## src/hw/rtl/button_long_press_enable_window_core_macros.svh

```systemverilog
// Assertion macros for the button long-press enable window core.
// Included by the RTL files that carry concurrent assertions; no other dependencies.
`ifndef BUTTON_LONG_PRESS_ENABLE_WINDOW_CORE_MACROS_SVH
`define BUTTON_LONG_PRESS_ENABLE_WINDOW_CORE_MACROS_SVH

`ifndef SYNTHESIS
// same-cycle implication
`define BLEW_ASSERT_IMP(lbl, clk, rst_n, ante, cons) \
  lbl: assert property (@(posedge clk) disable iff (!rst_n) (ante) |-> (cons)) \
    else $error("blew assertion failed");
// next-cycle implication
`define BLEW_ASSERT_NXT(lbl, clk, rst_n, ante, cons) \
  lbl: assert property (@(posedge clk) disable iff (!rst_n) (ante) |=> (cons)) \
    else $error("blew assertion failed");
`else
`define BLEW_ASSERT_IMP(lbl, clk, rst_n, ante, cons)
`define BLEW_ASSERT_NXT(lbl, clk, rst_n, ante, cons)
`endif

`endif

```

## src/hw/rtl/blew_pkg.sv

```systemverilog
// Shared types and constants for the button long-press enable window core.
// Used by blew_engine and button_long_press_enable_window_core; no dependencies.
package blew_pkg;

  // default width of the saturating age and elapsed-time counters
  localparam int unsigned TIME_WIDTH_DEF = 32;

  // register indexes
  localparam logic [2:0] CFG_DEFAULT_WINDOW = 3'd0;
  localparam logic [2:0] CFG_LONG_PRESS     = 3'd1;
  localparam logic [2:0] CFG_REBOOT_PRESS   = 3'd2;
  localparam logic [2:0] CFG_DEBOUNCE       = 3'd3;
  localparam logic [2:0] CFG_COOLDOWN       = 3'd4;

  // register reset values
  localparam logic [31:0] RST_DEFAULT_WINDOW = 32'd180000;
  localparam logic [15:0] RST_LONG_PRESS     = 16'd3000;
  localparam logic [15:0] RST_REBOOT_PRESS   = 16'd10000;
  localparam logic [9:0]  RST_DEBOUNCE       = 10'd50;
  localparam logic [15:0] RST_COOLDOWN       = 16'd500;

  // request actions
  localparam logic [1:0] ACT_TICK    = 2'd0;
  localparam logic [1:0] ACT_ENABLE  = 2'd1;
  localparam logic [1:0] ACT_DISABLE = 2'd2;

  // event codes
  localparam logic [2:0] EV_NONE      = 3'd0;
  localparam logic [2:0] EV_ACTIVATED = 3'd1;
  localparam logic [2:0] EV_FAILED    = 3'd2;
  localparam logic [2:0] EV_TIMEOUT   = 3'd3;
  localparam logic [2:0] EV_DISABLED  = 3'd4;
  localparam logic [2:0] EV_REBOOT    = 3'd5;

  // reported press phase codes
  localparam logic [1:0] PHASE_IDLE    = 2'd0;
  localparam logic [1:0] PHASE_PRESSED = 2'd1;
  localparam logic [1:0] PHASE_LONG    = 2'd2;

  // press machine state, one-hot
  typedef enum logic [2:0] {
    PH_IDLE    = 3'b001,
    PH_PRESSED = 3'b010,
    PH_LONG    = 3'b100
  } phase_e;

  typedef struct packed {
    logic [1:0]  action;
    logic        button_level;
    logic [31:0] duration_ms;
    logic        with_feedback;
    logic        radio_ready;
  } item_t;

  typedef struct packed {
    logic        link_enabled;
    logic [31:0] remaining_ms;
    logic [2:0]  event_res;
    logic        feedback_on;
    logic        button_held;
    logic [1:0]  press_phase;
  } result_t;

  typedef struct packed {
    logic        wr;
    logic [2:0]  index;
    logic [31:0] wdata;
  } cfg_wr_t;

endpackage

```

## src/hw/rtl/blew_engine.sv

```systemverilog
// Configuration registers, button/window state and the single-pass step logic.
// Depends on blew_pkg.
module blew_engine import blew_pkg::*; #(
  parameter int unsigned TimeWidth = TIME_WIDTH_DEF
) (
  input  logic    clk_i,
  input  logic    rst_ni,
  input  cfg_wr_t cfg_i,
  input  logic    step_i,
  input  item_t   item_i,
  output result_t res_o
);

  // compare width covering both the time counters and 32-bit lengths
  localparam int unsigned CmpWidth = (TimeWidth > 32) ? TimeWidth : 32;

  logic [31:0] default_window_q;
  logic [15:0] long_press_q;
  logic [15:0] reboot_press_q;
  logic [9:0]  debounce_q;
  logic [15:0] cooldown_ms_q;

  logic                 deb_q, deb_d;
  logic                 prev_q, prev_d;
  logic [TimeWidth-1:0] age_q, age_d;
  logic [15:0]          cool_q, cool_d;
  phase_e               phase_q, phase_d;
  logic [15:0]          held_q, held_d;
  logic                 open_q, open_d;
  logic [31:0]          len_q, len_d;
  logic [TimeWidth-1:0] elapsed_q, elapsed_d;
  logic                 fb_q, fb_d;
  logic [2:0]           ev;

  // configuration writes
  always_ff @(posedge clk_i or negedge rst_ni) begin
    if (!rst_ni) begin
      default_window_q <= RST_DEFAULT_WINDOW;
      long_press_q     <= RST_LONG_PRESS;
      reboot_press_q   <= RST_REBOOT_PRESS;
      debounce_q       <= RST_DEBOUNCE;
      cooldown_ms_q    <= RST_COOLDOWN;
    end else if (cfg_i.wr) begin
      unique case (cfg_i.index)
        CFG_DEFAULT_WINDOW: default_window_q <= cfg_i.wdata;
        CFG_LONG_PRESS:     long_press_q     <= cfg_i.wdata[15:0];
        CFG_REBOOT_PRESS:   reboot_press_q   <= cfg_i.wdata[15:0];
        CFG_DEBOUNCE:       debounce_q       <= cfg_i.wdata[9:0];
        CFG_COOLDOWN:       cooldown_ms_q    <= cfg_i.wdata[15:0];
        default: ;
      endcase
    end
  end

  // step logic: one request in, next state and result out
  always_comb begin
    logic [TimeWidth-1:0] age_snap;
    logic                 frozen;
    logic                 pressed;
    logic                 do_open;
    logic                 reboot;
    logic [31:0]          open_dur;
    logic                 open_fb;
    logic [CmpWidth-1:0]  len_w;
    logic [CmpWidth-1:0]  el_w;
    logic [CmpWidth-1:0]  diff_w;

    deb_d     = deb_q;
    prev_d    = prev_q;
    age_d     = age_q;
    cool_d    = cool_q;
    phase_d   = phase_q;
    held_d    = held_q;
    open_d    = open_q;
    len_d     = len_q;
    elapsed_d = elapsed_q;
    fb_d      = fb_q;
    ev        = EV_NONE;
    age_snap  = '0;
    frozen    = 1'b0;
    pressed   = 1'b0;
    do_open   = 1'b0;
    reboot    = 1'b0;
    open_dur  = item_i.duration_ms;
    open_fb   = item_i.with_feedback;

    unique case (item_i.action)
      ACT_TICK: begin
        // saturating time counters
        if (age_d != '1) age_d = age_d + 1'b1;
        if (phase_q != PH_IDLE && held_d != 16'hFFFF) held_d = held_d + 16'd1;
        if (open_q && elapsed_d != '1) elapsed_d = elapsed_d + 1'b1;

        // cooldown masks the button and freezes the debouncer
        if (cool_d != 16'd0) begin
          cool_d = cool_d - 16'd1;
          if (cool_d != 16'd0) frozen = 1'b1;
        end

        // leading-edge debouncer with lockout
        if (!frozen) begin
          age_snap = age_d;
          if (item_i.button_level != prev_d) age_d = '0;
          if (age_snap > TimeWidth'(debounce_q)) deb_d = item_i.button_level;
          prev_d  = item_i.button_level;
          pressed = !deb_d;
        end

        // press machine
        unique case (phase_q)
          PH_PRESSED: begin
            if (!pressed) begin
              phase_d = PH_IDLE;
              cool_d  = cooldown_ms_q;
            end else if (held_d >= reboot_press_q) begin
              reboot = 1'b1;
            end else if (held_d >= long_press_q) begin
              phase_d  = PH_LONG;
              do_open  = 1'b1;
              open_dur = 32'd0;
              open_fb  = 1'b1;
            end
          end
          PH_LONG: begin
            if (!pressed) phase_d = PH_IDLE;
            else if (held_d >= reboot_press_q) reboot = 1'b1;
          end
          default: begin
            if (pressed) begin
              phase_d = PH_PRESSED;
              held_d  = 16'd0;
            end
          end
        endcase
      end
      ACT_ENABLE: do_open = 1'b1;
      ACT_DISABLE: begin
        if (open_q) begin
          open_d = 1'b0;
          fb_d   = 1'b0;
          ev     = EV_DISABLED;
        end
      end
      default: ;
    endcase

    // window (re)start
    if (do_open) begin
      len_d     = (open_dur == 32'd0) ? default_window_q : open_dur;
      elapsed_d = '0;
      if (!item_i.radio_ready) begin
        open_d = 1'b0;
        fb_d   = 1'b0;
        ev     = EV_FAILED;
      end else begin
        open_d = 1'b1;
        fb_d   = open_fb;
        ev     = EV_ACTIVATED;
      end
    end

    // reboot wins; otherwise check the window timeout on a tick
    if (reboot) begin
      deb_d     = 1'b1;
      prev_d    = 1'b1;
      age_d     = '1;
      cool_d    = 16'd0;
      phase_d   = PH_IDLE;
      held_d    = 16'd0;
      open_d    = 1'b0;
      len_d     = 32'd0;
      elapsed_d = '0;
      fb_d      = 1'b0;
      ev        = EV_REBOOT;
    end else if (item_i.action == ACT_TICK && open_d &&
                 CmpWidth'(elapsed_d) >= CmpWidth'(len_d)) begin
      open_d = 1'b0;
      fb_d   = 1'b0;
      ev     = EV_TIMEOUT;
    end

    // result from the updated state
    len_w  = CmpWidth'(len_d);
    el_w   = CmpWidth'(elapsed_d);
    diff_w = len_w - el_w;
    res_o.link_enabled = open_d;
    res_o.remaining_ms = (open_d && el_w < len_w) ? diff_w[31:0] : 32'd0;
    res_o.event_res    = ev;
    res_o.feedback_on  = fb_d & open_d;
    res_o.button_held  = (cool_d == 16'd0) && !deb_d;
    unique case (phase_d)
      PH_PRESSED: res_o.press_phase = PHASE_PRESSED;
      PH_LONG:    res_o.press_phase = PHASE_LONG;
      default:    res_o.press_phase = PHASE_IDLE;
    endcase
  end

  // state registers
  always_ff @(posedge clk_i or negedge rst_ni) begin
    if (!rst_ni) begin
      deb_q     <= 1'b1;
      prev_q    <= 1'b1;
      age_q     <= '1;
      cool_q    <= 16'd0;
      phase_q   <= PH_IDLE;
      held_q    <= 16'd0;
      open_q    <= 1'b0;
      len_q     <= 32'd0;
      elapsed_q <= '0;
      fb_q      <= 1'b0;
    end else if (step_i) begin
      deb_q     <= deb_d;
      prev_q    <= prev_d;
      age_q     <= age_d;
      cool_q    <= cool_d;
      phase_q   <= phase_d;
      held_q    <= held_d;
      open_q    <= open_d;
      len_q     <= len_d;
      elapsed_q <= elapsed_d;
      fb_q      <= fb_d;
    end
  end

endmodule

```

## src/hw/rtl/button_long_press_enable_window_core.sv

```systemverilog
// Top level of the button long-press enable window core: handshakes and registers.
// Depends on blew_pkg, blew_engine and the assertion macro header.
//
// One request (millisecond tick, enable or soft disable) is accepted per clock cycle
// while in_ready_o is high and gives exactly one result. A request is held in an
// input register, passed through the single-pass step logic in blew_engine and
// captured in the result register once that register can take it. The input side
// keeps accepting while a result waits to be taken, until both registers are full.
// Configuration writes are always ready and take effect the next cycle; write
// them only while no request is in flight.
`include "button_long_press_enable_window_core_macros.svh"

module button_long_press_enable_window_core import blew_pkg::*; #(
  parameter int unsigned TimeWidth = TIME_WIDTH_DEF
) (
  input  logic        clk_i,
  input  logic        rst_ni,
  // request channel
  input  logic        in_valid_i,
  output logic        in_ready_o,
  input  logic [1:0]  action_i,
  input  logic        button_level_i,
  input  logic [31:0] duration_ms_i,
  input  logic        with_feedback_i,
  input  logic        radio_ready_i,
  // result channel
  output logic        out_valid_o,
  input  logic        out_ready_i,
  output logic        link_enabled_o,
  output logic [31:0] remaining_ms_o,
  output logic [2:0]  event_res_o,
  output logic        feedback_on_o,
  output logic        button_held_o,
  output logic [1:0]  press_phase_o,
  // configuration write channel
  input  logic        cfg_valid_i,
  output logic        cfg_ready_o,
  input  logic [2:0]  cfg_index_i,
  input  logic [31:0] cfg_wdata_i
);

  logic    s1_valid_q;
  item_t   s1_item_q;
  logic    out_valid_q;
  result_t res_q;
  result_t res_d;
  logic    res_take;
  logic    step;
  cfg_wr_t cfg_wr;

  // pipeline flow control
  assign res_take   = !out_valid_q || out_ready_i;
  assign step       = s1_valid_q && res_take;
  assign in_ready_o = !s1_valid_q || res_take;

  assign cfg_ready_o  = 1'b1;
  assign cfg_wr.wr    = cfg_valid_i;
  assign cfg_wr.index = cfg_index_i;
  assign cfg_wr.wdata = cfg_wdata_i;

  // input register
  always_ff @(posedge clk_i or negedge rst_ni) begin
    if (!rst_ni) begin
      s1_valid_q <= 1'b0;
    end else if (in_ready_o) begin
      s1_valid_q <= in_valid_i;
    end
  end

  always_ff @(posedge clk_i) begin
    if (in_ready_o && in_valid_i) begin
      s1_item_q.action        <= action_i;
      s1_item_q.button_level  <= button_level_i;
      s1_item_q.duration_ms   <= duration_ms_i;
      s1_item_q.with_feedback <= with_feedback_i;
      s1_item_q.radio_ready   <= radio_ready_i;
    end
  end

  blew_engine #(
    .TimeWidth(TimeWidth)
  ) u_engine (
    .clk_i (clk_i),
    .rst_ni(rst_ni),
    .cfg_i (cfg_wr),
    .step_i(step),
    .item_i(s1_item_q),
    .res_o (res_d)
  );

  // result register
  always_ff @(posedge clk_i or negedge rst_ni) begin
    if (!rst_ni) begin
      out_valid_q <= 1'b0;
    end else if (res_take) begin
      out_valid_q <= s1_valid_q;
    end
  end

  always_ff @(posedge clk_i) begin
    if (step) begin
      res_q <= res_d;
    end
  end

  assign out_valid_o    = out_valid_q;
  assign link_enabled_o = res_q.link_enabled;
  assign remaining_ms_o = res_q.remaining_ms;
  assign event_res_o    = res_q.event_res;
  assign feedback_on_o  = res_q.feedback_on;
  assign button_held_o  = res_q.button_held;
  assign press_phase_o  = res_q.press_phase;

  // checks
  `BLEW_ASSERT_IMP(a_fb_needs_link, clk_i, rst_ni, out_valid_q && res_q.feedback_on, res_q.link_enabled)
  `BLEW_ASSERT_IMP(a_closed_no_time, clk_i, rst_ni, out_valid_q && !res_q.link_enabled, res_q.remaining_ms == 32'd0)
  `BLEW_ASSERT_IMP(a_reboot_clean, clk_i, rst_ni, out_valid_q && res_q.event_res == EV_REBOOT, !res_q.link_enabled && !res_q.button_held && res_q.press_phase == PHASE_IDLE)
  `BLEW_ASSERT_IMP(a_activated_open, clk_i, rst_ni, out_valid_q && res_q.event_res == EV_ACTIVATED, res_q.link_enabled)
  `BLEW_ASSERT_NXT(a_s1_holds, clk_i, rst_ni, s1_valid_q && !res_take, s1_valid_q && $stable(s1_item_q))

endmodule
```

## config.mk

```make
export PLATFORM = sky130hd
export DESIGN_NAME = button_long_press_enable_window_core
export DESIGN_NICKNAME = d
export VERILOG_FILES = /design/src/hw/rtl/blew_pkg.sv /design/src/hw/rtl/blew_engine.sv /design/src/hw/rtl/button_long_press_enable_window_core.sv
export VERILOG_INCLUDE_DIRS = /design/src /design/src/hw/rtl
export SDC_FILE = /design/constraint.sdc
export NUM_CORES = 1
export LEC_CHECK = 0
export BUFFER_PORTS_ARGS = -buffer_cell sky130_fd_sc_hd__buf_4
export CAP_MARGIN = 5
export CORE_MARGIN = 5
export CORE_UTILIZATION = 50
export DETAILED_ROUTE_END_ITERATION = 8
export GPL_TIMING_DRIVEN = 0
export PLACE_DENSITY = 0.7
export SLEW_MARGIN = 20
export SYNTH_ARGS = -nofsm -noshare
export SYNTH_HDL_FRONTEND = slang
export SYNTH_SLANG_ARGS = --single-unit
```

## constraint.sdc

```tcl
create_clock -name clk_i -period 7.5 [get_ports clk_i]
set_clock_uncertainty 0.1 [all_clocks]
set_input_delay 1.875 -clock clk_i [delete_from_list [all_inputs] [get_ports clk_i]]
set_output_delay 1.875 -clock clk_i [all_outputs]
set_load 0.005 [all_outputs]
```

# Yosys cells after proc, flatten, opt, wreduce, memory -nomap -nowiden
# Cells that the tools add are included.
[totals]
regBits = 304
latch_bits = 0
ramBits = 0
mem_bits_ro = 0
input_bits = 77
output_inout_bits = 43
n_memories = 0
[op_classes]
n_addsub = 5
n_mul = 0
n_div = 0
magnitude_cmp = 5
n_eq_ne = 16
shift = 0
muxes = 82
bitwise = 1
n_reduce_logical = 30
[ops]
columns = ["operator", "n"]
rows = [
  ["$mux W32", 18],
  ["$mux W16", 11],
  ["$add A32 B1 Y32 const B", 2],
  ["$ne A32 B32 Y1 const B", 2],
  ["$mux W1", 38],
  ["$mux W3", 11],
  ["$ge A16 B16 Y1", 2],
  ["$ge A32 B32 Y1", 1],
  ["$gt A32 B10 Y1", 1],
  ["$logic_not A32 Y1", 1],
  ["$lt A32 B32 Y1", 1],
  ["$reduce_bool A16 Y1", 2],
  ["$sub A32 B32 Y32", 1],
  ["$add A16 B1 Y16 const B", 1],
  ["$logic_not A16 Y1", 1],
  ["$ne A16 B16 Y1 const B", 1],
  ["$sub A16 B1 Y16 const B", 1],
  ["$eq A3 B2 Y1 const B", 4],
  ["$reduce_and A2 Y1", 6],
  ["$eq A3 B3 Y1 const B", 3],
  ["$logic_and A1 B1 Y1", 8],
  ["$pmux W3 S2", 1],
  ["$logic_not A1 Y1", 4],
  ["$pmux W2 S2", 1],
  ["other kinds (15)", 17],
]

# Logic depth before layout (Yosys ltp)
[depth]
depth_word = 21
mapped_depth = 39

# By module
# Synthesis repeated with hierarchy kept, for this count alone.
[unflattened]
hier_cells = 2002
area_unflattened_um2 = 19198.4
[modules_own_cells]
columns = ["module", "instances", "cells_per_inst", "area_each_um2", "seq_area_each_um2"]
rows = [
  ["blew_engine", 1, 1915, 16771.1, 5711.7],
  ["button_long_press_enable_window_core", 1, 87, 2427.3, 2362.3],
]

# Worst setup path before layout
# No wires, ideal clock.
[synth_timing]
path_kind = "flip-flop to flip-flop"
start = "reg u_engine.age_q[22]"
end = "reg res_q, in the netlist remaining_ms_o[2] (data pin)"
setup_ps = 157
t_arrival_ps = 7776
t_required_ps = 7243
path_slack_ps = -533
stages_incl_launch_ff = 36
path_buffers = 5
synth_period_minus_slack_ps = 8033
path_cell_list = "dfstp_2 > buf_2 > nand4_1 > nor4_4 > buf_6 > nand3_1 > nand2b_1 > nor2_1 > xnor2_1 > ha_1 > a211o_1 > o211ai_1 > a21oi_1 > o31ai_1 > o2111ai_1 > or4_4 > o21ai_4 > nor4b_1 > clkbuf_1 > clkbuf_1 > nor2_1 > ha_1 > fa_1 > nor2b_1 > o21a_1 > o21ai_0 > a211oi_1 > o2111ai_1 > a21oi_1 > nor2_1 > o31ai_1 > a221oi_1 > o21ai_0 > nand4_1 > buf_2 > nor3_1"
[synth_lines]
columns = ["item", "line_no", "text"]
rows = [
  ["start: declaration", "blew_engine.sv:25", "logic [TimeWidth-1:0] age_q, age_d;"],
  ["start signal: assignment", "blew_engine.sv:214", "age_q <= age_d;"],
  ["$add A32 B1 Y32 or $ne A32 B32 Y1 (tied branches)", "blew_engine.sv:90", "if (age_d != '1) age_d = age_d + 1'b1;"],
  ["$mux W32 *", "blew_engine.sv:90", ""],
  ["$mux W32 *", "blew_engine.sv:87", "unique case (item_i.action)"],
  ["$gt A32 B10 Y1 *", "blew_engine.sv:104", "if (age_snap > TimeWidth'(debounce_q)) deb_d = item_i.button_level;"],
  ["$mux W1 *", "blew_engine.sv:104", ""],
  ["$mux W1 *", "blew_engine.sv:101", "if (!frozen) begin"],
  ["$mux W1 *", "blew_engine.sv:87", ""],
  ["$logic_not A1 Y1 *", "blew_engine.sv:106", "pressed = !deb_d;"],
  ["[2 not listed]", "-", ""],
  ["$mux W1", "blew_engine.sv:112", "if (!pressed) begin"],
  ["$mux W1", "blew_engine.sv:110", "unique case (phase_q)"],
  ["$pmux W1 S2", "blew_engine.sv:87", ""],
  ["$mux W32", "blew_engine.sv:148", "if (do_open) begin"],
  ["$mux W32 *", "blew_engine.sv:163", "if (reboot) begin"],
  ["net u_engine.elapsed_d[0]", "blew_engine.sv:31", "logic [TimeWidth-1:0] elapsed_q, elapsed_d;"],
  ["$lt A32 B32 Y1", "blew_engine.sv:187", "res_o.remaining_ms = (open_d && el_w < len_w) ? diff_w[31:0] : 32'd0;"],
  ["$logic_and A1 B1 Y1", "blew_engine.sv:187", ""],
  ["end signal: assignment", "button_long_press_enable_window_core.sv:102", "res_q <= res_d;"],
  ["end: declaration", "button_long_press_enable_window_core.sv:45", "result_t res_q;"],
]
# The timed path passes the listed nets; every way through them passes the cells marked *. The select of a mux whose other input is x is not followed.
# A chain may end at the register's enable or synchronous reset.

# Worst setup path after layout
[layout_timing]
start = "reg u_engine.age_q[19]"
end = "reg res_q, in the netlist remaining_ms_o[17] (data pin)"
[layout_via]
elab_chain_len = 21
[layout_lines]
columns = ["item", "line_no", "text"]
rows = [
  ["$add A32 B1 Y32 or $ne A32 B32 Y1 (tied branches)", "blew_engine.sv:90", ""],
  ["$mux W32 *", "blew_engine.sv:90", ""],
  ["$mux W32 *", "blew_engine.sv:87", ""],
  ["$gt A32 B10 Y1 *", "blew_engine.sv:104", ""],
  ["$mux W1 *", "blew_engine.sv:104", ""],
  ["$mux W1 *", "blew_engine.sv:101", ""],
  ["$mux W1 *", "blew_engine.sv:87", ""],
  ["$logic_not A1 Y1 *", "blew_engine.sv:106", ""],
  ["[5 not listed]", "-", ""],
  ["$logic_not A32 Y1", "blew_engine.sv:149", "len_d = (open_dur == 32'd0) ? default_window_q : open_dur;"],
  ["$mux W32", "blew_engine.sv:149", ""],
  ["$mux W32", "blew_engine.sv:148", ""],
  ["$ge A32 B32 Y1", "blew_engine.sv:176", "CmpWidth'(elapsed_d) >= CmpWidth'(len_d)) begin"],
  ["$logic_and A1 B1 Y1", "blew_engine.sv:175", "end else if (item_i.action == ACT_TICK && open_d &&"],
  ["$mux W1", "blew_engine.sv:175", ""],
  ["$mux W1", "blew_engine.sv:163", ""],
  ["$logic_and A1 B1 Y1", "blew_engine.sv:187", ""],
]
# Every way passes the cells marked *; elsewhere a longest branch is shown, timed or not. The select of a mux whose other input is x is not followed.

==> impl_metrics.env <==
export IMPL_cp_data_arrival_time_ns=8.21
export IMPL_crit_path_start_kind="flip-flop"
export IMPL_r2r_end="remaining_ms_o[17]"
export IMPL_fp_row_count=72
export IMPL_finalSetupViolCount=38
export IMPL_die_w_um=206
export IMPL_vdd_drop_max_uv=186
export IMPL_drv_cap=0
export IMPL_clock_fmax_mhz=126
export IMPL_relSlewSlack=0.334
export IMPL_num_antenna_cells=0
export IMPL_grt_pass1_vias=16700
export IMPL_drc=0
export IMPL_final_cell_mix="218 x nand2_1, 202 x buf_4, 161 x dfrtp_1"
export IMPL_rrSetupSlack_ns=-0.42
export IMPL_numCtsBuffers=37
export IMPL_drtIter0Drc=1809
export IMPL_power_leakage_nw=10.0
export IMPL_final_cell_area_um2=24200
export IMPL_cpPeakStageDelay_ns=0.52
export IMPL_whs_path_depth=1
export IMPL_power_density_nw_per_um2=240
export IMPL_reg2reg_from="u_engine.age_q[19]"
export IMPL_critPathSlowestCell="dfstp_2"
export IMPL_hold_path_class="reg2reg"
export IMPL_synth_seq_cells=304
export IMPL_cts_tree="done"
export IMPL_syn_to_final_growth_pct=25.6
export IMPL_grt_first_pass_wirelength_um=97200
export IMPL_dp_hpwl_um=45700
export IMPL_grt_overflow=0
export IMPL_synth_xor_area_frac=0.0386
export IMPL_rsz0062_at_grt="true"
export IMPL_core_um2=38400
export IMPL_via_count=17500
export IMPL_clock_path_buffers=3
export IMPL_worst_slack_ns=-0.419
export IMPL_worst_pin_slew_ns=0.992
export IMPL_cts_sinks=304
export IMPL_nNetsFinal=2498
export IMPL_synthAdderAreaFrac=0.0731
export IMPL_vias_per_cell=6.14
export IMPL_pin_count=120
export IMPL_worstSetupEndpointType="flip-flop"
export IMPL_root_buffer="clkbuf_16"
export IMPL_hold_viol=0
export IMPL_path_max_fanout=5
export IMPL_synth_mux_area_frac=0.0400
export IMPL_first_pass_iters=6
export IMPL_syn_area_um2=19300
export IMPL_antenna_found_initial=0
export IMPL_track_usage=0.293
export IMPL_path_class="reg2reg"
export IMPL_violations="negative setup slack"
export IMPL_ant_nets=0
export IMPL_avgSynthCellArea_um2=9.34
export IMPL_yosysWarnings=0
export IMPL_die_area_um2=42600
export IMPL_nFillCells=3250
export IMPL_min_to="u_engine.len_q[24]"
export IMPL_period_share=1.06
export IMPL_p_total_w=0.00581
export IMPL_status="complete, but fails checks"
export IMPL_synth_nets=2251
export IMPL_clock_latency_ns=0.56
export IMPL_wl_um=63700
export IMPL_synthCells=2062
export IMPL_cts_clk_slew_worst_paths_ns=0.06
export IMPL_yosysUniqueCellTypes=90
export IMPL_io_buffers=118
export IMPL_synth_edf_count=77
export IMPL_cts_htree_levels=2
export IMPL_drv_slew=0
export IMPL_required_ns=7.79
export IMPL_synthFlopType="dfrtp_1"
export IMPL_grt_max_degree=98
export IMPL_cpMostUsedCell="buf_6"
export IMPL_fin_crit_ns=7.92
export IMPL_r2r_cells=38
export IMPL_dpl_cell_area_um2=21000
export IMPL_postCtsHoldBufs=0
export IMPL_async_reset_ff_frac=0.747
export IMPL_dp_cells=2701
export IMPL_post_place_ws_ns=-2.39
export IMPL_dieHeight_um=206
export IMPL_drive_gt1_frac=0.272
export IMPL_fin_util=0.630
export IMPL_place_congestion=0.993
export IMPL_min_from="u_engine.len_q[24]"
export IMPL_synth_compound_area_frac=0.208
export IMPL_mostFrequentLayoutCell="nand2_1"
export IMPL_synth_top_family_by_area="compound AO/OA/AOI/OAI gates"
export IMPL_fin_cells=2856
export IMPL_initial_core_util=0.502
export IMPL_synth_seq_area_share=0.419
export IMPL_wire_per_inst_um=22.3
export IMPL_yosys_area_share_simple=0.178
worst max-delay path: cells and delay by family (launching register included):
kind	cells	cell delay, ns
AND/OR/NAND/NOR	12	2.24
multiplexers	1	0.21
buffers and inverters	5	0.68
adder cells (fa/ha/maj)	3	0.79
XOR/XNOR	1	0.14
flip-flops	1	0.52
AO/OA/AOI/OAI	16	3.09
through the flow:
stage | hold slack, ns | TNS [ns]
finish | 0.392 | -11.93
global route | 0.412 | -21.16
CTS | 0.392 | -6.75
detailed placement | 0.375 | -82.83
global placement | 0.368 | -74.75
floorplan | 0.348 | 0
Yosys cell counts, drive strengths merged, types with 8 or more instances:
| library cell | instances | area [um^2] |
|---|---|---|
| nand2 | 223 | 840 |
| o21ai | 164 | 840 |
| dfrtp | 162 | 4050 |
| nor2 | 160 | 603 |
| ha | 111 | 1390 |
| a21oi | 98 | 498 |
| inv | 83 | 312 |
| clkbuf | 78 | 294 |
| edfxtp | 77 | 2310 |
| a21o | 67 | 503 |
| dfstp | 65 | 1710 |
| mux2 | 64 | 721 |
| xnor2 | 48 | 420 |
| nor3 | 47 | 250 |
| nand3 | 43 | 215 |
| nand4 | 41 | 272 |
| buf | 40 | 223 |
| a211oi | 38 | 285 |
| o2bb2ai | 37 | 324 |
| xor2 | 37 | 324 |
| a22oi | 34 | 255 |
| nand2b | 31 | 194 |
| nor4 | 30 | 218 |
| a22o | 25 | 219 |
| and3 | 24 | 150 |
| o41ai | 19 | 166 |
| a31oi | 16 | 106 |
| or3 | 16 | 100 |
| and2 | 14 | 87.6 |
| nor2b | 13 | 81.3 |
| or2 | 12 | 77.6 |
| and4 | 10 | 87.6 |
| o21a | 10 | 75.1 |
| o211ai | 9 | 72.6 |
| o31ai | 9 | 67.6 |
| or4 | 9 | 71.3 |
| nor3b | 8 | 65.1 |
cell families after synthesis:
| logic type | Yosys count |
|---|---|
| buf+inv | 202 |
| simple gates | 695 |
| fa+ha+maj | 112 |
| mux | 69 |
| compound gates | 594 |
| flops | 304 |
| other cells | 1 |
| xor+xnor | 85 |
timing repair:
action                     4_1_cts  5_1_grt
cloned                           2        2
setup endpoints to repair       38       38
resized for setup              172      105
hold endpoints to repair         0        0
buffers inserted                69       25
pin swaps                       74       41
state kept, by name, indices dropped and copies added, names as in the netlist, 2 cells and up:
signal / count
s1_item_q: 37
remaining_ms_o: 32
u_engine.age_q: 32
u_engine.default_window_q: 32
u_engine.elapsed_q: 32
u_engine.len_q: 32
u_engine.cool_q: 16
u_engine.cooldown_ms_q: 16
u_engine.held_q: 16
u_engine.long_press_q: 16
u_engine.reboot_press_q: 16
u_engine.debounce_q: 10
event_res_o: 3
u_engine.phase_q: 3
press_phase_o: 2
per-layer routing:
metal  wire length (um)  up-vias  track usage
met5                  0        -            0
li1                   -     8071            -
met2              27500      823        0.434
met4               2170        0       0.0981
met1              28400     8528        0.433
met3               5680      120       0.0565
where the power goes:
| part | internal (W) | total, W | switching, W |
|---|---|---|---|
| clock | 0.00117 | 0.00191 | 0.000742 |
| combinational | 0.000748 | 0.00173 | 0.000986 |
| sequential | 0.00199 | 0.00217 | 0.000182 |
area by class of cell:
class / instances / area [um^2] / share of cell area
repair buffers: 215 / 1770 / 0.0733
plain buffers: 111 / 681 / 0.0281
clock inverters: 19 / 245 / 0.0101
well taps: 518 / 648 / 0.0268
multi-input cells: 1556 / 11400 / 0.471
inverters: 84 / 315 / 0.0130
clock buffers: 49 / 1050 / 0.0435
flip-flops and latches: 304 / 8080 / 0.334
worst max-delay path by stage:
stage,to,slack (ns),depth (start not counted),startpoint
6_report,remaining_ms_o[17],-0.42,38,u_engine.age_q[19]
5_1_grt,remaining_ms_o[2],-0.69,37,u_engine.age_q[30]
4_1_cts,remaining_ms_o[17],-0.29,38,u_engine.age_q[19]
3_5_place_dp,remaining_ms_o[2],-2.39,37,u_engine.age_q[24]
3_3_place_gp,remaining_ms_o[2],-2.18,37,u_engine.age_q[24]
2_1_floorplan,remaining_ms_o[2],0.01,39,u_engine.age_q[24]
(Power assumes the default switching activity.)
